`config.mk`:
```
export PLATFORM = sky130hd
export DESIGN_NAME = skat_queue
export DESIGN_NICKNAME = d
export VERILOG_FILES = /design/src/design/skat_queue.sv
export SDC_FILE = /design/constraint.sdc
export NUM_CORES = 1
export LEC_CHECK = 0
export BUFFER_PORTS_ARGS = -buffer_cell sky130_fd_sc_hd__clkbuf_2
export CAP_MARGIN = 20
export CORE_MARGIN = 2
export CORE_UTILIZATION = 40
export CTS_BUF_LIST = sky130_fd_sc_hd__clkbuf_4
export DETAILED_ROUTE_END_ITERATION = 7
export PLACE_DENSITY = 0.72
export SETUP_SLACK_MARGIN = 0.05
export SYNTH_ARGS = -nofsm -noshare
export SYNTH_HDL_FRONTEND = slang
export SYNTH_SLANG_ARGS = --single-unit
```
`constraint.sdc`:
```
create_clock -name aclk -period 1.45 [get_ports aclk]
set_input_delay 0.0725 -clock aclk [delete_from_list [all_inputs] [get_ports aclk]]
set_output_delay 0.0725 -clock aclk [all_outputs]
set_load 0.01 [all_outputs]
```
`src/design/skat_queue.sv`:
```
// two entry queue between front and back
module skat_queue #(
    parameter int W = 8
) (
    input  logic         aclk,
    input  logic         aresetn,
    input  logic         push,
    input  logic [W-1:0] din,
    output logic         full,
    input  logic         pop,
    output logic [W-1:0] dout,
    output logic         empty
);
    logic [W-1:0] entry_reg [2];
    logic         wr_ptr_reg, wr_ptr_next;
    logic         rd_ptr_reg, rd_ptr_next;
    logic [1:0]   count_reg, count_next;

    assign full  = (count_reg == 2'd2);
    assign empty = (count_reg == 2'd0);
    assign dout  = entry_reg[rd_ptr_reg];

    always_comb begin
        wr_ptr_next = wr_ptr_reg ^ push;
        rd_ptr_next = rd_ptr_reg ^ pop;
        count_next  = count_reg + {1'b0, push} - {1'b0, pop};
    end

    always_ff @(posedge aclk) begin
        if (!aresetn) begin
            wr_ptr_reg <= 1'b0;
            rd_ptr_reg <= 1'b0;
            count_reg  <= 2'd0;
        end else begin
            wr_ptr_reg <= wr_ptr_next;
            rd_ptr_reg <= rd_ptr_next;
            count_reg  <= count_next;
        end
        if (push) begin
            entry_reg[wr_ptr_reg] <= din;
        end
    end
endmodule

```
==> run summary <==
Status = finished, final reports clean
Critical path class = flop to output pin
CP Launch Type = flop
Final instance area = 1050 um^2
Post-synth net total = 62
Initial antenna violation count = 0
Via density = 4.22
Core ar. = 1940 um^2
IO Pins = 22
TNS Setup = 0 ns
Period utilization = 89.9%
Pre-antenna DRT Iters = 4
Slew @ Worst Pin = 0.379 ns
Lkg Pwr = 0.437 nW
Dpl hpwl = 706 um
ANT cells = 0
Gr usage total = 10.7%
Clock-pin slew on the worst setup and hold paths = 0.10 ns
Worst path arrival time = 1.23 ns
Starting Density = 41.7%
FMAX = 767 MHz
Yosys warns = 0
Die Ht = 49.0 um
Synth unique cells = 11
Worst Setup EP = dout[0]
Slew headroom = 74.7%
Max-slew violation count = 0
Post-Syn Area per Cell = 17.6 um^2
CTS sink cnt = 21
Post-DRT Antenna Nets = 0
DRC Markers = 0
Final hold violations = 0
VDD IR-drop max = 0.613 mV
1st-iter DRT viols = 4
Die area = 2400 um^2
Setup Fix Bufs, Post-CTS = 0
Global route total overflow = 0
Global-route wire length before repair = 1.87 mm
Routability Congestion = 0.603
Reg2reg path depth = 6
Die Span X = 49.0 um
CP Capture Type = output pin
Register area share after synthesis = 71.7%
CTS tree = done
Reg2Reg Setup Slack = 0.24 ns
RR Endpoint = count_reg[1]
WL final = 1.02 mm
TritonCTS Buffers = 3
Synthesized area = 810 um^2
Clock Tree Root = clkbuf_4
Critical Path RT = 1.38 ns
Number of global-route vias before repair = 453
Seq cells post-synth = 21
H-tree depth = 1
HP Class = input port to flop
Max cap viols = 0
Final setup fails = 0
Avg WL per Cell = 9.75 um
Routed vias = 443
Post-Route Skew = 0.000519 ns
Max FO, Critical Path = 8
Area Overhead vs Synth = 30.3%
Cells after Synth = 46
Largest register FFs = 16
CTS max path bufs = 2
Port Buffers = 21
Pwr dens = 1150 nW/um^2
Clock period minus final worst setup slack = 1.30 ns
Layout cell share with drive strength beyond 1 = 43.6%
Largest net degree at the start of global routing = 12
Start of the worst register-to-register path = count_reg[0]
Rows = 16
Nets = 95
Area post-placement = 943 um^2
Worst-Skew Late Latency = 0.29 ns
Unrepaired setup endpoints after global routing = no
==> worst min path at each step <==
stage                     cells past startpoint  slack (ns)               to  startpoint
final                                         2        0.03     count_reg[0]     aresetn
after global routing                          2        0.02       rd_ptr_reg     aresetn
after CTS                                     2        0.02       rd_ptr_reg     aresetn
after detailed placement                      1        0.27  entry_reg[0][1]      din[1]
after global placement                        1        0.26  entry_reg[0][3]      din[3]
after floorplan                               0        0.17  entry_reg[0][0]      din[0]
==> power breakdown <==
part	switching (mW)	internal (mW)	total (mW)
logic	0.0855	0.123	0.208
clock network	0.157	0.126	0.283
registers	0.0252	0.699	0.724
total	0.268	0.948	1.22
==> layout by cell type (no fill, tap or decap) <==
| cell type | Yosys | routed |
|---|---|---|
| xor2_1 | 1 | 1 |
| and2_1 | 3 | 3 |
| edfxtp_1 | 16 | 16 |
| ha_1 | 4 | 4 |
| mux2_2 | 8 | 8 |
| dlygate4sd3_1 | 0 | 8 |
| nor2_1 | 1 | 1 |
| dfxtp_2 | 0 | 1 |
| xnor3_1 | 1 | 1 |
| clkbuf_4 | 0 | 4 |
| clkbuf_2 | 0 | 21 |
| nor2b_1 | 3 | 3 |
| dfxtp_1 | 5 | 4 |
| inv_1 | 3 | 3 |
==> logic make-up (layout without fill, tap and decap cells) <==
family,count (synthesis),count (layout),synth area share (%)
XOR/XNOR,2,2,3.86
adder cells (fa/ha/maj),4,4,6.18
flip-flops,21,21,71.7
buffers and inverters,4,36,2.01
multiplexers,8,8,11.1
AND/OR/NAND/NOR,7,7,5.10
==> final cells by class <==
class | instances | area (um^2)
multi-input cells | 21 | 213
fillers | 173 | 887
well taps | 27 | 33.8
inverters | 3 | 11.3
repair buffers | 29 | 185
clock buffers | 4 | 30.0
flip-flops and latches | 21 | 582
==> synthesized netlist by cell type <==
cell | instances | share of area, %
edfxtp_1 | 16 | 59
mux2_2 | 8 | 11
dfxtp_1 | 5 | 12
ha_1 | 4 | 6.2
and2_1 | 3 | 2.3
inv_1 | 3 | 1.4
nor2b_1 | 3 | 2.3
buf_2 | 1 | 0.62
nor2_1 | 1 | 0.46
xnor3_1 | 1 | 2.8
xor2_1 | 1 | 1.1
==> layer usage <==
| layer | up-vias | global-route usage (%) | part of all wire (%) |
|---|---|---|---|
| met1 | 200 | 11.6 | 46 |
| li1 | 227 | - | - |
| met2 | 14 | 18.3 | 47 |
| met4 | 0 | 7.14 | 1.4 |
| met3 | 2 | 3.07 | 5.2 |
| met5 | - | 0 | 0 |
==> critical path: stages, from the launching register on <==
cell and delay, ns:
dfxtp_2 0.45, mux2_2 0.36, clkbuf_2 0.13
==> repair_timing <==
action | 4_1_cts | 5_1_grt
hold endpoints to repair | 16 | 0
gates resized for setup | 1 | 0
setup endpoints to repair | 8 | 0
hold buffers | 8 | 0
==> stage by stage <==
step / total power [mW] / setup slack (ns) / hold slack, ns / cells / util, %
after global routing: 1.28 / 0.0670 / 0.0245 / 105 / 54.3
final: 1.22 / 0.146 / 0.0259 / 105 / 54.3
after detailed placement: 0.933 / 0.250 / 0.265 / 93 / 48.6
after global placement: 0.925 / 0.284 / 0.263 / 93 / 48.6
after floorplan: 0.861 / 0.299 / 0.171 / 46 / -
after CTS: 1.24 / 0.111 / 0.0167 / 105 / 54.3
(Power assumes the default switching activity.)
