File: src/design/skat_pkg.sv
// shared types and codes of the skeleton transform block
package skat_pkg;

    localparam int SKAT_MAX_JOINTS = 256;

    // joint classes decided at the front
    localparam logic [1:0] KIND_ROOT = 2'd0;
    localparam logic [1:0] KIND_ERR  = 2'd1;
    localparam logic [1:0] KIND_COMP = 2'd2;

    typedef struct packed {
        logic signed [15:0] local_orient_w;
        logic signed [15:0] local_orient_x;
        logic signed [15:0] local_orient_y;
        logic signed [15:0] local_orient_z;
        logic signed [31:0] local_pos_x;
        logic signed [31:0] local_pos_y;
        logic signed [31:0] local_pos_z;
        logic [7:0]         parent_index;
        logic               last_joint;
    } skat_in_t;

    typedef struct packed {
        logic signed [15:0] abs_orient_w;
        logic signed [15:0] abs_orient_x;
        logic signed [15:0] abs_orient_y;
        logic signed [15:0] abs_orient_z;
        logic signed [31:0] abs_pos_x;
        logic signed [31:0] abs_pos_y;
        logic signed [31:0] abs_pos_z;
        logic               parent_error;
        logic               end_of_skeleton;
    } skat_out_t;

    // one stored absolute transform
    typedef struct packed {
        logic signed [15:0] w;
        logic signed [15:0] x;
        logic signed [15:0] y;
        logic signed [15:0] z;
        logic signed [31:0] px;
        logic signed [31:0] py;
        logic signed [31:0] pz;
    } skat_xform_t;

endpackage

File: src/design/skat_front.sv
// input side: joint numbering and classification
module skat_front import skat_pkg::*; #(
    parameter int MAX_JOINTS = SKAT_MAX_JOINTS,
    parameter int IDX_W      = $clog2(MAX_JOINTS)
) (
    input  logic             aclk,
    input  logic             aresetn,
    input  logic             s_valid,
    output logic             s_ready,
    input  skat_in_t         s_data,
    input  logic             q_full,
    output logic             q_push,
    output logic [IDX_W-1:0] q_idx,
    output logic [1:0]       q_kind,
    output skat_in_t         q_item
);
    localparam int CW = (IDX_W > 8) ? IDX_W : 8;

    logic [IDX_W-1:0] idx_reg, idx_next;
    logic [CW-1:0]    parent_ext;
    logic [CW-1:0]    idx_ext;

    assign s_ready    = !q_full;
    assign q_push     = s_valid && !q_full;
    assign q_idx      = idx_reg;
    assign q_item     = s_data;
    assign parent_ext = CW'(s_data.parent_index);
    assign idx_ext    = CW'(idx_reg);

    always_comb begin
        if (idx_reg == '0) begin
            q_kind = KIND_ROOT;
        end else if (parent_ext >= idx_ext) begin
            q_kind = KIND_ERR;
        end else begin
            q_kind = KIND_COMP;
        end
        idx_next = idx_reg;
        if (q_push) begin
            if (s_data.last_joint || idx_reg == IDX_W'(MAX_JOINTS - 1)) begin
                idx_next = '0;
            end else begin
                idx_next = idx_reg + 1'b1;
            end
        end
    end

    always_ff @(posedge aclk) begin
        if (!aresetn) begin
            idx_reg <= '0;
        end else begin
            idx_reg <= idx_next;
        end
    end
endmodule

File: config.mk
export PLATFORM = sky130hd
export DESIGN_NAME = skat_front
export DESIGN_NICKNAME = d
export VERILOG_FILES = /design/src/design/skat_pkg.sv /design/src/design/skat_front.sv
export SDC_FILE = /design/constraint.sdc
export NUM_CORES = 1
export LEC_CHECK = 0
export ABC_AREA = 1
export BUFFER_PORTS_ARGS = -buffer_cell sky130_fd_sc_hd__buf_4
export CORE_AREA = 8 8 130 132
export DETAILED_ROUTE_END_ITERATION = 7
export DIE_AREA = 0 0 138 140
export HOLD_SLACK_MARGIN = 0.03
export PLACE_DENSITY_LB_ADDON = 0.3
export SLEW_MARGIN = 10
export SYNTH_ARGS = -nofsm -noshare
export SYNTH_HDL_FRONTEND = slang
export SYNTH_SLANG_ARGS = --single-unit
File: constraint.sdc
create_clock -name aclk -period 4.47 [get_ports aclk]
set_clock_uncertainty 0.1 [all_clocks]
set_input_delay 1.1175 -clock aclk [delete_from_list [all_inputs] [get_ports aclk]]
set_output_delay 1.1175 -clock aclk [all_outputs]
set_load 0.02 [all_outputs]
==> flow_summary.yaml <==
timing:
  period_minus_slack_ps: 3440
  hold_viol_final: 0
  final.setup.tns_ps: 0
  fmax_mhz: 290
  report.final.setup_viol: 0
  setup_repair_after_global_routing_missed_its_margin: "false"
  layout_worst_path_cycle_share_pct: 77.0
  timing_worst_slew_pin_value_ps: 366
  timing.max_slew.rel_slack_pct: 75.4
  finalMaxSlewViolations: 0
grt:
  track_usage_pct: 4.90
  grt_start_max_net_pins: 7
  grt_first_pass_wirelength_um: 6950
  grt.overflow.total: 0
  number_of_antenna_violations_at_the_first_check_in_global_routing: 0
  grt_pass1_vias: 1041
power_and_ir_drop:
  worst_voltage_drop_across_the_vdd_grid_v: 0.0000945
  powerDensity_mw_per_mm2: 231
  totalPowerFinal_w: 0.000285
  power.leakage_nw: 0.554
floorplan:
  floorplan.core_area_sq_mm: 0.0149
  std_cell_rows: 45
  die_height_um: 140
  io-pin-count: 354
  floorplan_die_area_sq_mm: 0.0193
  fp.dieW_um: 138
  start_util_pct: 13.1
logic_synthesis:
  mappedNetlistArea_sq_mm: 0.00195
  yosysUniqueCellTypes: 19
  yosys_warnings: 0
  synth-seq-area-share_pct: 8.23
  synth_cells: 270
  synth.net_count: 453
  ys_ff_latch: 8
  syn_avg_cell_area_sq_um: 7.21
clock_network:
  tritoncts: "done"
  clkSlewWorstSetupHoldPaths_ps: 40
  setup_buffers_after_cts: 0
  holdBufCountCts: 0
  clockRootBuffer: "sky130_fd_sc_hd__clkbuf_16"
  clk-insertion-delay-late_ps: 240
  cts-htree-levels: 1
  cts_max_path_buffers: 2
  clkSinkCount: 8
  cts_resized: 0
  cts_buffers: 3
worst_setup_path:
  worst-endpoint-required_ps: 3250
  crit_path_max_incr_delay_ps: 300
  worstSetupEndpoint: "q_kind[0]"
  timing.critical_path.from: "s_data[6]"
  worstRegToRegCells: 6
  slowest_stage: "sky130_fd_sc_hd__ha_1"
  worst_r2r_startpoint: "q_idx[0]"
  reg2reg_slack_ps: 3020
  worst-path-max-fanout: 2
  r2r-end: "q_idx[3]"
  worstSetupPathType: "in -> out"
  chain_of_cells_forming_the_critical_path: "buf_4 > ha_1 > a21oi_1 > nor2_1 > nor2_1 > nand3_1 > nand2_1 > inv_1 > buf_4"
  critical_path.endpoint_type: "primary output"
  cp-start-kind: "input pin"
  cp.arrival_ps: 2230
detailed_routing:
  ant_nets: 0
  wire_length_per_cell_after_detailed_routing_um: 15.6
  detail_route.drc_violations: 0
  total_length_of_routed_wires_um: 5080
  drt-initial-drc-count: 39
  drt_first_pass_iters: 4
  drt-vias-per-instance: 2.88
  route.vias.total: 936
run_status:
  run_status: "completed"
cells_and_area:
  layout.cells.most_common: "sky130_fd_sc_hd__buf_4"
  post_route_cells_drive_above_1_share_pct: 33.6
  fin_nets: 322
  largest_reg_flops: 8
  n_antenna_cell: 0
  layout_common_cells: "33 x sky130_fd_sc_hd__buf_4, 28 x sky130_fd_sc_hd__nand2_1, 16 x sky130_fd_sc_hd__inv_1, 11 x sky130_fd_sc_hd__nor2_1, 10 x sky130_fd_sc_hd__ha_1"
  area_growth_syn_to_layout_pct: -36.5
  finalCoreUtilization_pct: 8.32
job:
  drv_cap: 0
placed_design:
  detailedPlacementHpwl_um: 4460
  gpl_congestion: 0.697
  port-buffer-count: 33
worst_hold_path:
  hold_class: "reg -> reg"
-- synth_stat cells (all sizes together) --
cell type  number  area share [%]
o21ai           1            0.26
a21o            1            0.39
nand3           8             2.6
ha             10             6.4
inv            19             3.7
nor3            3             1.3
xor2            2            0.90
nand4           3            0.96
a21oi           3            0.77
dfxtp           8             8.2
nand2          29             6.0
buf           169              65
nor2           14             3.3
-- layout make-up --
class | instances | area, sq um
flip-flops and latches | 8 | 160
well taps | 188 | 235
clock buffers | 3 | 75.1
inverters | 19 | 71.3
repair buffers | 33 | 248
multi-input cells | 74 | 447
fillers | 1760 | 13600
-- power by group --
group	switching [W]	leakage (nW)	internal [W]
sequential	0.00000179	0.0646	0.0000728
combinational	0.0000309	0.452	0.0000244
clock	0.0000395	0.0370	0.000116
total	0.0000722	0.554	0.000213
-- metal layers --
metal	global-route usage [%]	wire [um]	share of wire, %
met5	0	0	0
met3	3.31	803	16
met4	6.52	593	12
met1	3.29	1300	26
met2	7.91	2390	47
-- logic make-up after synthesis --
logic type               after synthesis  share of synthesized area (%)
buffers and inverters                188                           68.8
adder cells (fa/ha/maj)               10                           6.43
XOR/XNOR                               2                          0.900
AND/OR/NAND/NOR                       57                           14.2
AO/OA/AOI/OAI                          5                           1.41
flip-flops                             8                           8.23
-- through the flow --
step	area (sq um)	hold WS, ps	cells	worst slack, ps
global placement	1160	470	322	1000
CTS	1240	502	325	982
global route	1240	564	325	906
detailed placement	1160	483	322	989
finish	1240	491	325	1030
floorplan	1950	526	270	1230
-- critical path: cells and delay by family --
family,cells,cell delay [ps]
fa+ha+maj,1,300
buf+inv,3,320
simple gates,4,340
compound gates,1,140
-- worst min-delay path by stage --
stage	from	depth (start not counted)	end	slack (ps)
final	q_idx[5]	4	q_idx[5]	490
after global routing	q_idx[5]	4	q_idx[5]	560
after CTS	q_idx[7]	3	q_idx[7]	500
after detailed placement	q_idx[7]	3	q_idx[7]	480
after global placement	q_idx[7]	3	q_idx[7]	470
after floorplan	q_idx[5]	4	q_idx[5]	530
No activity file was read; power rests on OpenSTA's default activity.
