<file path="config.mk">
export PLATFORM = sky130hd
export DESIGN_NAME = skat_ram
export DESIGN_NICKNAME = d
export VERILOG_FILES = /design/src/design/skat_ram.sv
export SDC_FILE = /design/constraint.sdc
export NUM_CORES = 1
export LEC_CHECK = 0
export BUFFER_PORTS_ARGS = -buffer_cell sky130_fd_sc_hd__buf_2
export CAP_MARGIN = 20
export CORE_MARGIN = 2
export CORE_UTILIZATION = 45
export CTS_CLUSTER_SIZE = 10
export DETAILED_ROUTE_END_ITERATION = 10
export HOLD_SLACK_MARGIN = 0.02
export PLACE_DENSITY = 0.69
export SLEW_MARGIN = 20
export SYNTH_ARGS = -nofsm -noshare
export SYNTH_HDL_FRONTEND = slang
export SYNTH_SLANG_ARGS = --single-unit
</file>
<file path="constraint.sdc">
create_clock -name aclk -period 5.6 [get_ports aclk]
set_input_delay 1.4 -clock aclk [delete_from_list [all_inputs] [get_ports aclk]]
set_output_delay 1.4 -clock aclk [all_outputs]
set_load 0.01 [all_outputs]
</file>
<file path="src/design/skat_ram.sv">
// generic single write port ram with registered read
module skat_ram #(
    parameter int WIDTH = 8,
    parameter int DEPTH = 16
) (
    input  logic                     aclk,
    input  logic                     we,
    input  logic [$clog2(DEPTH)-1:0] waddr,
    input  logic [WIDTH-1:0]         wdata,
    input  logic                     re,
    input  logic [$clog2(DEPTH)-1:0] raddr,
    output logic [WIDTH-1:0]         rdata
);
    logic [WIDTH-1:0] mem [DEPTH];

    always_ff @(posedge aclk) begin
        if (we) begin
            mem[waddr] <= wdata;
        end
        if (re) begin
            rdata <= mem[raddr];
        end
    end
endmodule

</file>
==> results of run 1 <==
worst register-to-register path, cell delays in order, from the launching register on:
cell and delay [ps]:
edfxtp_1 350, mux4_1 540, a22oi_1 270, nand2_1 110
stage by stage:
| stage | hold WS (ps) | cell area [µm²] | setup slack [ps] | total power [mW] |
|---|---|---|---|---|
| 3_3_place_gp | 727.1 | 5468 | 2059 | 1.271 |
| 4_1_cts | 747.3 | 6075 | 2448 | 2.388 |
| 3_5_place_dp | 729.8 | 5473 | 2037 | 1.276 |
| 2_1_floorplan | 704.8 | 5228 | 2707 | 1.233 |
| 6_report | 746.4 | 6077 | 2830 | 2.375 |
| 5_1_grt | 771.5 | 6077 | 2675 | 2.442 |
final timing paths:
| kind | from | end | slack [ps] | cells after the start |
|---|---|---|---|---|
| hold reg to reg | mem[14][2] | rdata[2] | 750 | 3 |
| hold / removal | mem[14][2] | rdata[2] | 750 | 3 |
| setup / recovery | raddr[0] | rdata[3] | 2830 | 4 |
| setup reg to reg | mem[5][3] | rdata[3] | 4080 | 3 |
placed cells by master, fill, tap and decap left out, drive strengths merged:
cell      netlist  routed
clkinv          0       4
and2            1       1
inv             0       3
a22oi          16      16
nor2           13      13
clkinvlp        0       5
nor2b           1       1
edfxtp        136     136
nand3           1       1
and2b           1       1
nand2b          2       2
clkbuf          0      17
nand3b          2       2
or3b            1       1
buf             7      27
nand2           9       9
nor3            4       4
mux4           32      32
bufinv          0       3
per-layer routing:
layer | track usage, % | vias to the layer above | share of wire (%)
met2 | 27.07 | 73 | 51
met3 | 4.682 | 12 | 5.0
met4 | 6.667 | 0 | 1.5
li1 | - | 1053 | -
met1 | 22.44 | 1268 | 43
met5 | 0 | - | 0
registers in the layout, indices dropped and copies added, names as in the netlist:
register,flops
rdata,8
mem,128
power groups by stage:
stage / registers [mW] / logic, mW / clock network (mW)
final: 1.15 / 0.100 / 1.12
after global routing: 1.16 / 0.110 / 1.18
after CTS: 1.15 / 0.102 / 1.13
after detailed placement: 1.18 / 0.101 / 0
after global placement: 1.17 / 0.0977 / 0
after floorplan: 1.17 / 0.0579 / 0
area by class of cell:
class                           count  area, µm²
Fill cell                         858       5293
Multi-Input combinational cell     83       1072
Clock buffer                       17      425.4
Timing Repair Buffer               27      140.1
Tap cell                          143      178.9
Sequential cell                   136       4084
Clock inverter                     15      176.4
logic make-up after synthesis:
group / synth area share (%)
compound gates: 2.298
mux: 14.79
buf+inv: 1.651
simple gates: 3.136
flops: 78.12
==> results by group, run 1 <==
Run status
  – Status: finished, final reports clean

Worst setup path
  – Worst path bufs/invs: 1
  – Critical-path top delay cell: mux4_1
  – Required time worst endpoint: between 5000 and 6000 ps
  – CP delay by family, top: multiplexers
  – CP Max Fanout: 32
  – Worst EP arrival: between 2000 and 3000 ps
  – Cells along the critical path: buf_4 -> mux4_1 -> a22oi_1 -> nand2_1
  – Worst setup SP type: input port
  – Crit path largest cell delay: ~660 ps
  – Critical Path End Type: flop
  – Crit path kind: in2reg

Final layout
  – Area growth from synthesis to layout: 16.25%
  – Final #Nets: 284
  – Finished Layout Cells: 421
  – Ant diodes: 0
  – Share of layout cells above drive strength 1: 28.78%
  – Final core occ: between 50% and 60%

Routing
  – Vias: roughly 2.4k
  – Final antenna-violating net count: 0
  – Initial DRC Count: approximately 160
  – Post-DR wirelength/cell: approximately 23 µm
  – Via density: around 5.7
  – Drt total wl: 9851 µm
  – Post-route DRC: 0
  – First-pass DRT Iterations: 4

Logic synthesis
  – Yosys top cell by area: edfxtp_1
  – Post-synth EDFFs: around 140
  – Synth Flop Type: edfxtp_1
  – Post-synth top cells: edfxtp_1, mux4_2, a22oi_1, mux4_1, nor2_1
  – Seq/Total Area, Yosys: slightly below 80%
  – Synthesized area per cell: 22.83 µm²
  – Synthesis-stage register bit count: approximately 140
  – Asr flop ratio synth: 0%
  – Synth top area share: between 70 and 80%
  – Most used standard cell by instance count after synthesis: edfxtp_1
  – Area contributors post-synth: edfxtp_1, mux4_2, mux4_1
  – Synthesized instance count: between 200 and 250
  – Mapped Nets: about 250
  – Post-Synthesis Cell Area: around 0.0052 mm²
  – Post-synthesis cell type count: 18
  – Warnings, synthesis: 0

Clock network
  – Htree depth: 4
  – Clock Latency Late Sink: a little over 400 ps
  – Bufs on Longest Clock Path: 2
  – CTS clk-pin slew, worst paths: ~60 ps
  – CTS tree: built
  – Resized Gates After CTS: 0
  – CTS root buf: clkbuf_16
  – CTS Buf Count: 17
  – CTS sink count: roughly 140
  – Postcts setup bufs: 0
  – Hold_buf cts: 0

Worst hold path
  – Worst hold path type: reg2reg

Floorplanning
  – I/O pins: 27
  – Core area: between 0.01 and 0.015 mm²
  – Initial Util: between 40% and 50%
  – Die height: 111.8 µm
  – Die W: 111.8 µm
  – Die area: roughly 0.012 mm²
  – FP Rows: 39

GRT
  – Total track usage: 16.96%
  – Initial antenna violation count: 0
  – Number of global-route vias before repair: around 2.5k
  – First-pass GRT wire length: 15010 µm
  – Largest net degree at the start of global routing: 33
  – Total gr overflow: 0

Timing
  – Achievable frequency: about 0.36 GHz
  – Post-Route Skew: 6.188 ps
  – Setup TNS: 0 ps
  – RSZ-0062 raised after global routing: false
  – Final period util: about half
  – Setup Viol. Count Final: 0
  – Worst Tran Pin Value: ~950 ps
  – Fin crit period: ~2800 ps
  – Slew margin rel.: a little over a third
  – Final hold vios: 0
  – Final Max Tran Viols: 0

Power and ir drop
  – Maximum vdd ir drop: ~0.21 mV
  – Int Pwr: between 1.5 and 2 mW
  – P_leak: 1.999 nW
  – Sequential power share: between 40% and 50%
  – Switching Fraction: between 20 and 25%
  – Combinational share of power: approximately 4.2%
  – P_sw: 0.4871 mW
  – Pwr/cell area: slightly below 400 mW/mm²
  – Power share of the clock group: between 40 and 50%

Job
  – MaxCap Viol Count: 0

Placement
  – Placer Congestion: 0.7538
  – Placed Cells: a little under 400
  – Final HPWL DP: slightly above 6000 µm
  – Port buffer count: 26
(Power assumes the default switching activity.)
==> run 2, diff against run 1 <==
- PLACE_DENSITY: 0.69 -> 0.71
- clock period: 5.6 -> 2.4 ns (I/O delays scaled with it)
==> run 2 against run 1 <==
Final cell count increased by 4.5%. Largest power group unchanged. Power increased by 130%. Hold slack got worse by 180 ps.
==> results by group, run 2 (synthesis gave the netlist of run 1 again) <==
Timing
  – Final hold vios: 0
  – RSZ-0062 raised after global routing: false
  – Achievable frequency: between 0.5 and 0.6 GHz
  – Post-Route Skew: between 7 and 8 ps
  – Final Max Tran Viols: 0
  – Setup TNS: 0 ps
  – Final period util: 74.91%
  – Slew margin rel.: approximately 74%
  – Setup Viol. Count Final: 0
  – Fin crit period: approximately 1800 ps
  – Worst Tran Pin Value: approximately 390 ps

Clock network
  – Htree depth: 4
  – Resized Gates After CTS: 0
  – CTS clk-pin slew, worst paths: 60 ps
  – Bufs on Longest Clock Path: 2
  – CTS sink count: about 140
  – CTS Buf Count: 17
  – Hold_buf cts: 0
  – CTS tree: built
  – CTS root buf: clkbuf_16
  – Clock Latency Late Sink: about 410 ps
  – Postcts setup bufs: 0

Worst hold path
  – Hold Path End: rdata[3]
  – Hold Startpoint: re
  – Worst Hold Path Cells: 1
  – Worst hold path type: in2reg

GRT
  – Initial antenna violation count: 0
  – Total track usage: roughly 16%
  – Largest net degree at the start of global routing: 33
  – Number of global-route vias before repair: about 2.4k
  – Total gr overflow: 0
  – First-pass GRT wire length: 14500 µm

Final layout
  – Final core occ: 55.01%
  – Area of the multi-input gates: between 0.001 and 0.0015 mm²
  – Commonest non-fill, non-tap cell in the layout: edfxtp_1
  – Largest regs: mem x128, rdata x8
  – Area growth from synthesis to layout: 19.65%
  – Ant diodes: 0
  – Largest Register: mem
  – Register area: approximately 0.004 mm²
  – Final #Nets: between 300 and 400
  – Share of layout cells above drive strength 1: a little under a third
  – Max reg flops: between 100 and 150
  – Fillers: ~830
  – Commonest cells after routing, fill and taps aside: edfxtp_1, buf_2, mux4_2, buf_4, clkbuf_16

Floorplanning
  – FP Rows: 39
  – Core area: approximately 0.011 mm²
  – Die area: about 0.012 mm²
  – Die W: approximately 110 µm
  – I/O pins: 27
  – Die height: about 110 µm
  – Initial Util: a little under half

Job
  – MaxCap Viol Count: 0

Routing
  – First-pass DRT Iterations: 4
  – Via density: between 5 and 6
  – Vias: ~2.4k
  – Max Used Layer: met4
  – Post-DR wirelength/cell: approximately 21 µm
  – Drt total wl: roughly 9400 µm
  – Post-route DRC: 0
  – Final antenna-violating net count: 0
  – Met2 WL: 4644 µm
  – Initial DRC Count: 137
  – Met3 wire len: ~570 µm
  – Met1 WL: about 4100 µm

Worst setup path
  – Worst setup SP type: input port
  – CP Max Fanout: 19
  – Required time worst endpoint: approximately 2600 ps
  – Critical Path End Type: flop
  – Reg-to-reg endpoint: rdata[2]
  – Worst setup path startpoint: raddr[0]
  – Crit path kind: in2reg
  – Reg2Reg Depth: 3
  – FF-to-FF Start: mem[0][2]
  – R2r setup slk: 870 ps
  – Worst EP arrival: about 2000 ps

Placement
  – Final HPWL DP: roughly 6000 µm
  – Port buffer count: 26
  – Placer Congestion: around 0.76

Run status
  – Status: finished, final reports clean

Power and ir drop
  – Pwr/cell area: a little under 900 mW/mm²
  – P_leak: ~2.1 nW
  – Maximum vdd ir drop: 0.4590 mV
[run 2: routing by layer]
layer	GRT usage [%]	vias to the layer above
li1	-	1095
met1	21.93	1252
met2	24.73	80
met3	5.171	9
met4	6.420	0
met5	0	-
[run 2: critical path, cell delays in order]
cell and delay, ps:
buf_2 140, buf_12 200, mux4_1 570, a22oi_1 330, nand2_1 100
[run 2: power breakdown]
group          switching, mW  total [mW]  internal, mW  leakage, nW
logic                  0.140       0.249         0.109        0.598
registers             0.0132        2.69          2.68         1.24
clock network          0.896        2.62          1.72        0.293
[run 2: area by class of cell]
cell class                 instances  area share, %
timing repair buffer              47          5.201
clock inverter                    13          2.881
multi-input combinational         83          16.90
tap                              143          2.861
clock buffer                      18          6.861
sequential                       136          65.29
[run 2: stage by stage]
step,power [mW],hold slack (ps),cell area [µm²],instances,setup slack (ps)
floorplan,2.877,698.9,5228,229,307.1
detailed placement,2.991,733.5,5645,409,188.0
global route,5.746,562.4,6255,440,548.2
CTS,5.602,564.2,6255,440,615.1
finish,5.561,571.3,6255,440,602.1
global placement,2.984,726.5,5645,409,220.5
[run 2: how the worst max path moves through the flow]
stage | endpoint | slack (ps) | depth (start not counted)
after floorplan | mem[0][0] | 310 | 2
after global placement | rdata[0] | 220 | 5
after detailed placement | rdata[2] | 190 | 5
after CTS | rdata[2] | 620 | 5
after global routing | rdata[2] | 550 | 5
final | rdata[2] | 600 | 5
==> run 3, diff against run 2 <==
- clock period: 2.4 -> 1.5 ns (I/O delays scaled with it)
==> run 3 against run 2 <==
Die area is the same. Largest cell class unchanged. Utilization grew 0.86 points. Critical path depth shrank 2. Clock skew increased by 1.3 ps.
==> results by group, run 3 (synthesis gave the netlist of run 1 again) <==
Clock network
  – CTS clk-pin slew, worst paths: approximately 60 ps
  – Hold_buf cts: 0
  – Htree depth: 4
  – CTS sink count: between 100 and 150
  – CTS root buf: clkbuf_16
  – Bufs on Longest Clock Path: 2
  – CTS Buf Count: 17
  – Clock Latency Late Sink: about 400 ps
  – CTS tree: built

Power and ir drop
  – Maximum vdd ir drop: 0.7790 mV
  – PnR Total Power: between 8 and 9 mW
  – P_leak: between 2 and 2.5 nW
  – Pwr/cell area: approximately 1400 mW/mm²

Final layout
  – Largest regs: mem x128, rdata x8
  – Final design area excluding fillers: roughly 0.0064 mm²
  – Commonest cells after routing, fill and taps aside: edfxtp_1, mux4_2, buf_2
  – Share of layout cells above drive strength 1: 38.94%
  – Largest Register: mem
  – Commonest non-fill, non-tap cell in the layout: edfxtp_1
  – Final #Nets: 309
  – Ant diodes: 0
  – Max reg flops: around 130
  – Area growth from synthesis to layout: 21.52%

GRT
  – Largest net degree at the start of global routing: 21
  – Total gr overflow: 0
  – Number of global-route vias before repair: between 2k and 3k
  – Total track usage: 16.73%
  – Initial antenna violation count: 0
  – First-pass GRT wire length: between 15000 and 20000 µm

Timing
  – Slew margin rel.: 45.24%
  – Worst hold slack: between 300 and 400 ps
  – Setup Viol. Count Final: 0
  – Final period util: a little under 100%
  – Fin crit period: between 1000 and 1500 ps
  – RSZ-0062 raised after global routing: false
  – Achievable frequency: just under 0.7 GHz
  – Post-Route Skew: ~8.4 ps
  – Final Max Tran Viols: 0
  – Worst Tran Pin Value: just over 800 ps
  – Fin worst setup slack: 34.96 ps
  – Final hold vios: 0

Worst setup path
  – Critical-path top delay cell: mux4_2
  – Reg-to-reg endpoint: rdata[7]
  – Crit path kind: reg2reg
  – Critical Path End Type: flop
  – Worst setup SP type: flop
  – R2r setup slk: between 30 and 40 ps
  – Reg2Reg Depth: 3
  – CP Max Fanout: 1
  – Worst EP arrival: ~1600 ps
  – FF-to-FF Start: mem[2][7]
  – Cells along the critical path: mux4_2 -> a22oi_1 -> nand2_1
  – Worst setup path startpoint: mem[2][7]
  – Crit path largest cell delay: roughly 460 ps
  – Critical Path Sink: rdata[7]
  – Required time worst endpoint: approximately 1700 ps

Job
  – MaxCap Viol Count: 0

Floorplanning
  – Die height: approximately 110 µm
  – Initial Util: approximately 46%
  – Die area: 0.01249 mm²
  – Core area: 0.01137 mm²
  – FP Rows: 39
  – Die W: about 110 µm
  – I/O pins: 27

Placement
  – Place WS: -421.9 ps
  – Placed Area: 0.005727 mm²
  – Port buffer count: 26
  – Placer Congestion: 0.7099
  – Final HPWL DP: 6287 µm

Routing
  – Drt total wl: between 9000 and 10000 µm
  – Max Used Layer: met4
  – Post-DR wirelength/cell: about 22 µm
  – First-pass DRT Iterations: 5
  – Met1 WL: 4210 µm
  – Vias: ~2.5k
  – Final antenna-violating net count: 0
  – Via density: roughly 5.5
  – Initial DRC Count: approximately 210
  – Met3 wire len: approximately 510 µm
  – Post-route DRC: 0
  – Met2 WL: roughly 4900 µm

Run status
  – Status: finished, final reports clean

Worst hold path
  – Worst hold path type: in2reg
## run 3: cell types whose count changed in the layout (fill, tap and decap cells not counted), sizes merged
cell,delta
buf,+5
clkinv,-2
clkinvlp,+3
## run 3: power breakdown
group / leakage [nW] / switching [mW] / internal (mW) / total (mW)
Clock: 0.278 / 1.46 / 2.76 / 4.22
Combinational: 0.597 / 0.233 / 0.195 / 0.428
Sequential: 1.24 / 0.0242 / 4.28 / 4.31
## run 3: layout make-up
cell class | instances | area (µm²)
clock buffers | 18 | 429.2
clock inverters | 14 | 181.4
repair buffers | 52 | 416.7
multi-input cells | 83 | 1062
flip-flops and latches | 136 | 4084
fillers | 853 | 5017
well taps | 143 | 178.9
## run 3: timing repair
action	4_1_cts	5_1_grt
gates resized for setup	1	4
buffers inserted	0	0
endpoints found under the setup margin	1	4
## run 3: critical path, delay by kind of cell (launching register included)
kind / cells / cell delay [ps]
flip-flops: 1 / 360
AO/OA/AOI/OAI: 1 / 310
multiplexers: 1 / 460
AND/OR/NAND/NOR: 1 / 90
## run 3: worst min path at each step
stage               startpoint         to  slack, ps  depth (start not counted)
floorplan             wdata[0]  mem[0][0]        470                          0
global placement    mem[15][0]   rdata[0]        720                          3
detailed placement  mem[15][0]   rdata[0]        730                          3
CTS                         re   rdata[1]        330                          1
global route                re   rdata[7]        330                          1
finish                      re   rdata[1]        350                          1
## run 3: metal layers
metal	vias up	GRT usage, %
met5	-	0
met4	0	6.173
met3	8	4.682
met2	84	26.99
met1	1270	22.01
li1	1090	-
## run 3: stage by stage
| stage | setup TNS (ps) | util, % | std cells |
|---|---|---|---|
| after global placement | -3767 | 50.37 | 414 |
| final | 0 | 55.87 | 446 |
| after floorplan | -636.8 | - | 229 |
| after global routing | 0 | 55.87 | 446 |
| after CTS | 0 | 55.78 | 446 |
| after detailed placement | -4449 | 50.37 | 414 |
